==> src/design/dis_pkg.sv <==
// shared types and defaults for the depth insertion sorter
package dis_pkg;

   localparam int MAX_ITEMS_DEFAULT = 16;
   localparam int KEY_BITS_DEFAULT  = 32;
   localparam int ID_BITS_DEFAULT   = 8;

   // sorter phase: loading items or draining the sorted run
   typedef enum logic {
      ST_LOAD,
      ST_DRAIN
   } dis_state_type;

   // per-cycle command broadcast to every cell of the chain
   typedef struct packed {
      logic insert;   // place the broadcast item, shifting larger keys up
      logic drain;    // every cell takes its upper neighbor's contents
   } dis_ctrl_type;

endpackage

==> src/design/dis_cell.sv <==
// one compare-and-shift cell of the insertion chain
module dis_cell #(
   parameter int KEY_BITS = dis_pkg::KEY_BITS_DEFAULT,
   parameter int ID_BITS  = dis_pkg::ID_BITS_DEFAULT
) (
   input  logic                 clock,
   input  dis_pkg::dis_ctrl_type ctrl,
   input  logic                 occupied,
   input  logic [KEY_BITS-1:0]  new_key,
   input  logic [ID_BITS-1:0]   new_id,
   input  logic                 prev_greater,
   input  logic [KEY_BITS-1:0]  prev_key,
   input  logic [ID_BITS-1:0]   prev_id,
   input  logic [KEY_BITS-1:0]  next_key,
   input  logic [ID_BITS-1:0]   next_id,
   output logic                 greater,
   output logic [KEY_BITS-1:0]  key,
   output logic [ID_BITS-1:0]   id
);

   logic [KEY_BITS-1:0] key_ff, key_in;
   logic [ID_BITS-1:0]  id_ff, id_in;

   // strictly greater keeps equal keys ahead of the new item
   assign greater = occupied && ($signed(key_ff) > $signed(new_key));

   always_comb begin
      key_in = key_ff;
      id_in  = id_ff;
      if (ctrl.drain) begin
         key_in = next_key;
         id_in  = next_id;
      end else if (ctrl.insert && (!occupied || greater)) begin
         if (prev_greater) begin
            key_in = prev_key;
            id_in  = prev_id;
         end else begin
            key_in = new_key;
            id_in  = new_id;
         end
      end
   end

   always_ff @(posedge clock) begin
      key_ff <= key_in;
      id_ff  <= id_in;
   end

   assign key = key_ff;
   assign id  = id_ff;

endmodule

==> src/design/depth_insertion_sorter.sv <==
// top level of the stable depth insertion sorter
//
// usage
//   req channel: one beat per item, tdata = {depth_key, item_id}, tlast marks
//   the final item of a set. items are kept in ascending signed key order,
//   equal keys in arrival order, in a chain of compare-and-shift cells.
//   rsp channel: after a tlast beat the whole set leaves in sorted order,
//   one beat per stored item; rsp_tlast marks the final beat and rsp_tuser
//   reports that items were dropped because the chain was full.
// loading and draining
//   loading takes one item per cycle while req_tready is high; every cell compares against the
//   broadcast key in parallel and shifts in the same edge.
//   the first result is valid in the cycle after the tlast beat; the run of n
//   results drains with one cell shift per beat and holds while rsp_tready is low.
//   req_tready is low while a run drains, so the next set waits for it to end.
// reset
//   synchronous and active high: the chain becomes empty, the overflow flag
//   clears and the block waits for items. cell contents are not cleared.
// stalls
//   while rsp_tready is low the current result holds in cell zero and the
//   chain does not move.
module depth_insertion_sorter #(
   parameter int MAX_ITEMS = dis_pkg::MAX_ITEMS_DEFAULT,
   parameter int KEY_BITS  = dis_pkg::KEY_BITS_DEFAULT,
   parameter int ID_BITS   = dis_pkg::ID_BITS_DEFAULT,
   localparam int DATA_W   = ((KEY_BITS + ID_BITS + 7) / 8) * 8
) (
   input  logic              clock,
   input  logic              reset,
   // item beats
   input  logic              req_tvalid,
   output logic              req_tready,
   input  logic [DATA_W-1:0] req_tdata,   // item_id, depth_key, zero pad
   input  logic              req_tlast,   // set_end
   // sorted result beats
   output logic              rsp_tvalid,
   input  logic              rsp_tready,
   output logic [DATA_W-1:0] rsp_tdata,   // sorted_id, sorted_key, zero pad
   output logic              rsp_tlast,   // run_last
   output logic              rsp_tuser    // overflowed
);

   localparam int CNT_W = $clog2(MAX_ITEMS + 1);
   localparam int PAD_W = DATA_W - KEY_BITS - ID_BITS;

   dis_pkg::dis_state_type state_ff, state_in;
   logic [CNT_W-1:0]       fill_ff, fill_in;
   logic                   ovf_ff, ovf_in;
   dis_pkg::dis_ctrl_type  ctrl;

   logic                   req_beat, rsp_beat, full;
   logic [KEY_BITS-1:0]    new_key;
   logic [ID_BITS-1:0]     new_id;

   // greater flags handed up the chain, one extra slot below cell zero
   logic [MAX_ITEMS:0]     greater_w;
   logic [MAX_ITEMS-1:0]   occupied;

   assign new_id   = req_tdata[ID_BITS-1:0];
   assign new_key  = req_tdata[ID_BITS +: KEY_BITS];
   assign req_beat = req_tvalid && req_tready;
   assign rsp_beat = rsp_tvalid && rsp_tready;
   assign full     = (fill_ff == CNT_W'(MAX_ITEMS));

   // next state
   always_comb begin
      state_in = state_ff;
      unique case (state_ff)
         dis_pkg::ST_LOAD: begin
            if (req_beat && req_tlast) begin
               state_in = dis_pkg::ST_DRAIN;
            end
         end
         dis_pkg::ST_DRAIN: begin
            if (rsp_beat && (fill_ff == CNT_W'(1))) begin
               state_in = dis_pkg::ST_LOAD;
            end
         end
         default: state_in = dis_pkg::ST_LOAD;
      endcase
   end

   // handshake outputs and chain command
   always_comb begin
      req_tready  = 1'b0;
      rsp_tvalid  = 1'b0;
      ctrl.insert = 1'b0;
      ctrl.drain  = 1'b0;
      unique case (state_ff)
         dis_pkg::ST_LOAD: begin
            req_tready  = 1'b1;
            ctrl.insert = req_tvalid && !full;
         end
         dis_pkg::ST_DRAIN: begin
            rsp_tvalid = (fill_ff != '0);
            ctrl.drain = rsp_tready && (fill_ff != '0);
         end
         default: ;
      endcase
   end

   // fill count and overflow flag
   always_comb begin
      fill_in = fill_ff;
      ovf_in  = ovf_ff;
      if (ctrl.insert) begin
         fill_in = fill_ff + CNT_W'(1);
      end
      if (req_beat && full) begin
         ovf_in = 1'b1;   // store full, item dropped
      end
      if (ctrl.drain) begin
         fill_in = fill_ff - CNT_W'(1);
         if (fill_ff == CNT_W'(1)) begin
            ovf_in = 1'b0;   // run done, fresh set follows
         end
      end
   end

   always_ff @(posedge clock) begin
      if (reset) begin
         state_ff <= dis_pkg::ST_LOAD;
         fill_ff  <= '0;
         ovf_ff   <= 1'b0;
      end else begin
         state_ff <= state_in;
         fill_ff  <= fill_in;
         ovf_ff   <= ovf_in;
      end
   end

   // nothing is greater below cell zero
   assign greater_w[0] = 1'b0;

   logic [KEY_BITS-1:0] cell_key [MAX_ITEMS];
   logic [ID_BITS-1:0]  cell_id  [MAX_ITEMS];

   for (genvar i = 0; i < MAX_ITEMS; i++) begin : g_cell
      logic [KEY_BITS-1:0] below_key, above_key;
      logic [ID_BITS-1:0]  below_id, above_id;

      assign occupied[i] = (fill_ff > CNT_W'(i));

      // chain ends see empty neighbors
      if (i == 0) begin : g_bottom
         assign below_key = '0;
         assign below_id  = '0;
      end else begin : g_lower
         assign below_key = cell_key[i-1];
         assign below_id  = cell_id[i-1];
      end
      if (i == MAX_ITEMS - 1) begin : g_top
         assign above_key = '0;
         assign above_id  = '0;
      end else begin : g_upper
         assign above_key = cell_key[i+1];
         assign above_id  = cell_id[i+1];
      end

      dis_cell #(
         .KEY_BITS(KEY_BITS),
         .ID_BITS (ID_BITS)
      ) u_cell (
         .clock       (clock),
         .ctrl        (ctrl),
         .occupied    (occupied[i]),
         .new_key     (new_key),
         .new_id      (new_id),
         .prev_greater(greater_w[i]),
         .prev_key    (below_key),
         .prev_id     (below_id),
         .next_key    (above_key),
         .next_id     (above_id),
         .greater     (greater_w[i+1]),
         .key         (cell_key[i]),
         .id          (cell_id[i])
      );
   end

   // cell zero always holds the smallest remaining key
   if (PAD_W > 0) begin : g_pad
      assign rsp_tdata = {{PAD_W{1'b0}}, cell_key[0], cell_id[0]};
   end else begin : g_nopad
      assign rsp_tdata = {cell_key[0], cell_id[0]};
   end
   assign rsp_tlast = (fill_ff == CNT_W'(1));
   assign rsp_tuser = ovf_ff;

endmodule

==> config.mk <==
export PLATFORM = sky130hd
export DESIGN_NAME = depth_insertion_sorter
export DESIGN_NICKNAME = d
export VERILOG_FILES = /design/src/design/dis_pkg.sv /design/src/design/dis_cell.sv /design/src/design/depth_insertion_sorter.sv
export SDC_FILE = /design/constraint.sdc
export NUM_CORES = 2
export LEC_CHECK = 0
export BUFFER_PORTS_ARGS = -buffer_cell sky130_fd_sc_hd__buf_2
export CORE_MARGIN = 5
export CORE_UTILIZATION = 64
export DETAILED_ROUTE_END_ITERATION = 10
export PLACE_DENSITY = 0.81
export SETUP_SLACK_MARGIN = 0.4
export SLEW_MARGIN = 20
export SYNTH_ARGS = -nofsm -noshare
export SYNTH_HDL_FRONTEND = slang
export SYNTH_SLANG_ARGS = --single-unit
==> constraint.sdc <==
create_clock -name clock -period 6.4 [get_ports clock]
set_input_delay 0.32 -clock clock [delete_from_list [all_inputs] [get_ports clock]]
set_output_delay 0.32 -clock clock [all_outputs]
set_load 0.02 [all_outputs]
==> summary.md <==
| Metric | Value |
|---|---|
| Most used DFF post-synth | `edfxtp_1` |
| Core Region | `66000 sq um` |
| Seq/Total Area, Yosys | `44.4%` |
| Fmax | `0.221 GHz` |
| Starting density of the core | `64.8%` |
| First-pass GRT wire length | `226000 um` |
| Post-synth ARST share | `0%` |
| Post-Syn Nets | `4927` |
| Cts bufs inserted | `74` |
| Layout Nets | `4877` |
| Yosys reg bits | `647` |
| # DRC | `0` |
| Most frequent cell after synthesis | `nand2_1` |
| Final Setup Violations | `0` |
| Final hold vios | `0` |
| Maximum vdd drop | `0.000240 V` |
| DR iter-0 viols | `6522` |
| Clock tree from TritonCTS | `done` |
| Minimum clock period | `4.52 ns` |
| CP Max Fanout | `28` |
| Library cells used by synthesis | `59` |
| Fill cells | `4830` |
| Arr. time, crit path | `4.84 ns` |
| Wirelength per Cell | `29.3 um` |
| Post-DRT Antenna Nets | `0` |
| WL met1 | `55700 um` |
| DRT Pass-1 Iters | `9` |
| CTS Root Cell | `clkbuf_16` |
| RR Startpoint | `g_cell[7].u_cell.key[13]` |
| Avg Cell Area, Syn | `9.79 sq um` |
| Cell area after synthesis | `42700 sq um` |
| Max Cap Violations | `0` |
| Synth top cells by count | `nand2_1, edfxtp_1, nand3_1` |
| Rows | `94` |
| Hold depth | `3` |
| RSZ-0062 raised after global routing | `no` |
| Hpwl dp | `104000 um` |
| Fin Setup TNS | `0 ns` |
| Top cells by area, synth | `edfxtp_1, ha_1, o211ai_1` |
| GR Overflow Total | `0` |
| Clock Path Buffers | `3` |
| Run status | `finished clean` |
| Number of H-tree branching levels | `3` |
| Reg-to-reg endpoint | `g_cell[7].u_cell.key[1]` |
| Post-synthesis cell count | `4365` |
| Critical Path RT | `6.72 ns` |
| I/O pin count | `89` |
| Full die area | `72000 sq um` |
| Worst-path clk slew | `0.06 ns` |
| Post-synth EDFFs | `600` |
| Cell accounting for the most synthesized area | `edfxtp_1` |
| Die height | `268 um` |
| Vias | `38600` |
| Worst-Skew Late Latency | `0.65 ns` |
| Startpoint Class | `register` |
| Area grow syn2layout | `9.52%` |
| DRT Wirelength | `154000 um` |
| Vias/cell | `7.36` |
| Final critical-path share of the clock period | `70.7%` |
| Clock Skews | `0.0207 ns` |
| Clk sink count | `647` |
| Pin count of the biggest net entering global routing | `198` |
| Post-CTS setup buffer count | `0` |
| Leakage | `17.4 nW` |
| Uppermost routed layer | `met5` |
| Die width | `268 um` |
| Worst-Margin Slew | `1.26 ns` |
| GP Congestion | `1.02` |
| Total Routing Usage GR | `41.3%` |
| Initial antenna violation count | `6` |
| Worst hold endpoint | `g_cell[15].u_cell.key[27]` |
| Syn. warnings | `0` |
| Area share of the largest cell type after synthesis | `42.2%` |
| Max_slew headroom | `15.5%` |
| CP Capture Type | `register` |
| WS Path Type | `reg -> reg` |
| Share of layout cells above drive strength 1 | `7.50%` |
| Final Util | `70.9%` |
| PortBufs | `88` |
| P per Cell Area | `311 nW/um^2` |
| Worst hold path type | `in -> reg` |
| Vias in the first global route | `36200` |
| Hold_sp | `req_tdata[35]` |
| Worst R2R Path Depth | `10` |
| Metal3 WL | `23600 um` |
| DR WL met2 | `64700 um` |
| Max Slew Vio Count | `0` |
| Reg2Reg Setup Slack | `1.88 ns` |
worst max-delay path by stage:
stage	start	to	slack, ns	depth (start not counted)
after floorplan	req_tdata[31]	g_cell[2].u_cell.id[0]	0.81	10
after global placement	req_tdata[35]	g_cell[6].u_cell.id[6]	1.75	12
after detailed placement	req_tdata[26]	g_cell[2].u_cell.id[7]	1.67	12
after CTS	g_cell[6].u_cell.key[28]	g_cell[6].u_cell.key[3]	2.14	10
after global routing	g_cell[6].u_cell.key[28]	g_cell[6].u_cell.key[2]	1.97	10
final	g_cell[7].u_cell.key[13]	g_cell[7].u_cell.key[1]	1.88	10
stage by stage:
| stage | std cells | setup slack [ns] | power [W] | instance area [sq um] | hold WS [ns] |
|---|---|---|---|---|---|
| floorplan | 4365 | 0.814 | 0.00832 | 42700 | 0.392 |
| global placement | 5100 | 1.75 | 0.00973 | 44200 | 0.520 |
| detailed placement | 5100 | 1.67 | 0.00986 | 44200 | 0.532 |
| CTS | 5240 | 2.14 | 0.0143 | 46800 | 0.0261 |
| global route | 5241 | 1.97 | 0.0150 | 46800 | 0.0717 |
| finish | 5245 | 1.88 | 0.0145 | 46800 | 0.0455 |
state kept, by name, summed over array words and instances, names as in the netlist:
| signal | count |
|---|---|
| g_cell.u_cell.key | 512 |
| fill_ff | 5 |
| rsp_tuser | 1 |
| state_ff | 1 |
| g_cell.u_cell.id | 128 |
layout make-up:
| class | count | area (sq um) | area share, % |
|---|---|---|---|
| antenna | 5 | 12.5 | 0.0267 |
| multi-input combinational | 3335 | 22600 | 48.3 |
| inverter | 78 | 293 | 0.626 |
| clock buffer | 97 | 2030 | 4.33 |
| timing repair buffer | 179 | 1310 | 2.79 |
| sequential | 647 | 19000 | 40.5 |
| tap | 864 | 1080 | 2.31 |
| clock inverter | 40 | 509 | 1.09 |
power by group:
part | leakage (nW) | switching, W | total (W) | internal (W)
registers | 6.26 | 0.000735 | 0.00636 | 0.00562
logic | 9.87 | 0.00243 | 0.00365 | 0.00122
clock network | 1.25 | 0.00190 | 0.00453 | 0.00263
total | 17.4 | 0.00507 | 0.0145 | 0.00947
worst max-delay path, cell delays in order, from the launching register on:
cell and delay [ns]:
edfxtp_1 0.47, ha_1 0.36, nand4_1 0.40, nor3_1 0.71
a21boi_0 0.45, o41a_1 0.29, nor3_1 0.12, nor3_1 0.30
nor2_1 0.12, o21ai_4 0.59, buf_12 0.34
cells in the final DEF (no fill, tap or decap), types with 9 or more instances in the layout:
master / instances
bufinv_16: 9
a21o_1: 51
clkinv_2: 16
buf_12: 14
o221ai_1: 13
nor3_1: 31
nand2_1: 691
buf_2: 88
and4_1: 10
mux2i_1: 120
clkbuf_16: 74
nor2_1: 130
nand4_1: 99
a31oi_1: 9
inv_1: 78
dfxtp_1: 47
clkbuf_1: 14
a221oi_1: 10
edfxtp_1: 600
a2111o_1: 10
o211ai_1: 488
nor2b_1: 25
nand3_1: 533
a211oi_1: 15
or3_1: 15
buf_4: 74
a21oi_1: 324
nand2b_1: 10
ha_1: 517
o21a_1: 18
clkbuf_8: 9
nor4_1: 13
o21ai_0: 96
cells by family (layout without fill, tap and decap cells):
| group | Yosys count | count (layout) | share of synthesized area (%) |
|---|---|---|---|
| xor gates and xnor gates | 12 | 12 | 0.246 |
| adders and majority gates | 517 | 517 | 15.1 |
| muxes | 129 | 129 | 3.03 |
| DFF | 647 | 647 | 44.4 |
| other | 0 | 5 | 0 |
| buffers and inverters | 383 | 394 | 3.38 |
| AOI/OAI and AO/OA | 1096 | 1096 | 17.0 |
| and+or+nand+nor | 1581 | 1581 | 16.8 |
what timing repair did:
| action | in CTS | in global routing |
|---|---|---|
| gates resized for setup | 0 | 0 |
| hold buffers | 3 | 0 |
| endpoints found under the hold margin | 7 | 0 |
layer usage:
metal	track usage [%]	vias up
li1	-	16600
met1	55.9	18300
met2	60.8	3077
met3	12.8	602
met4	20.6	8
met5	0	-
Power figures use the tool's default switching activity.
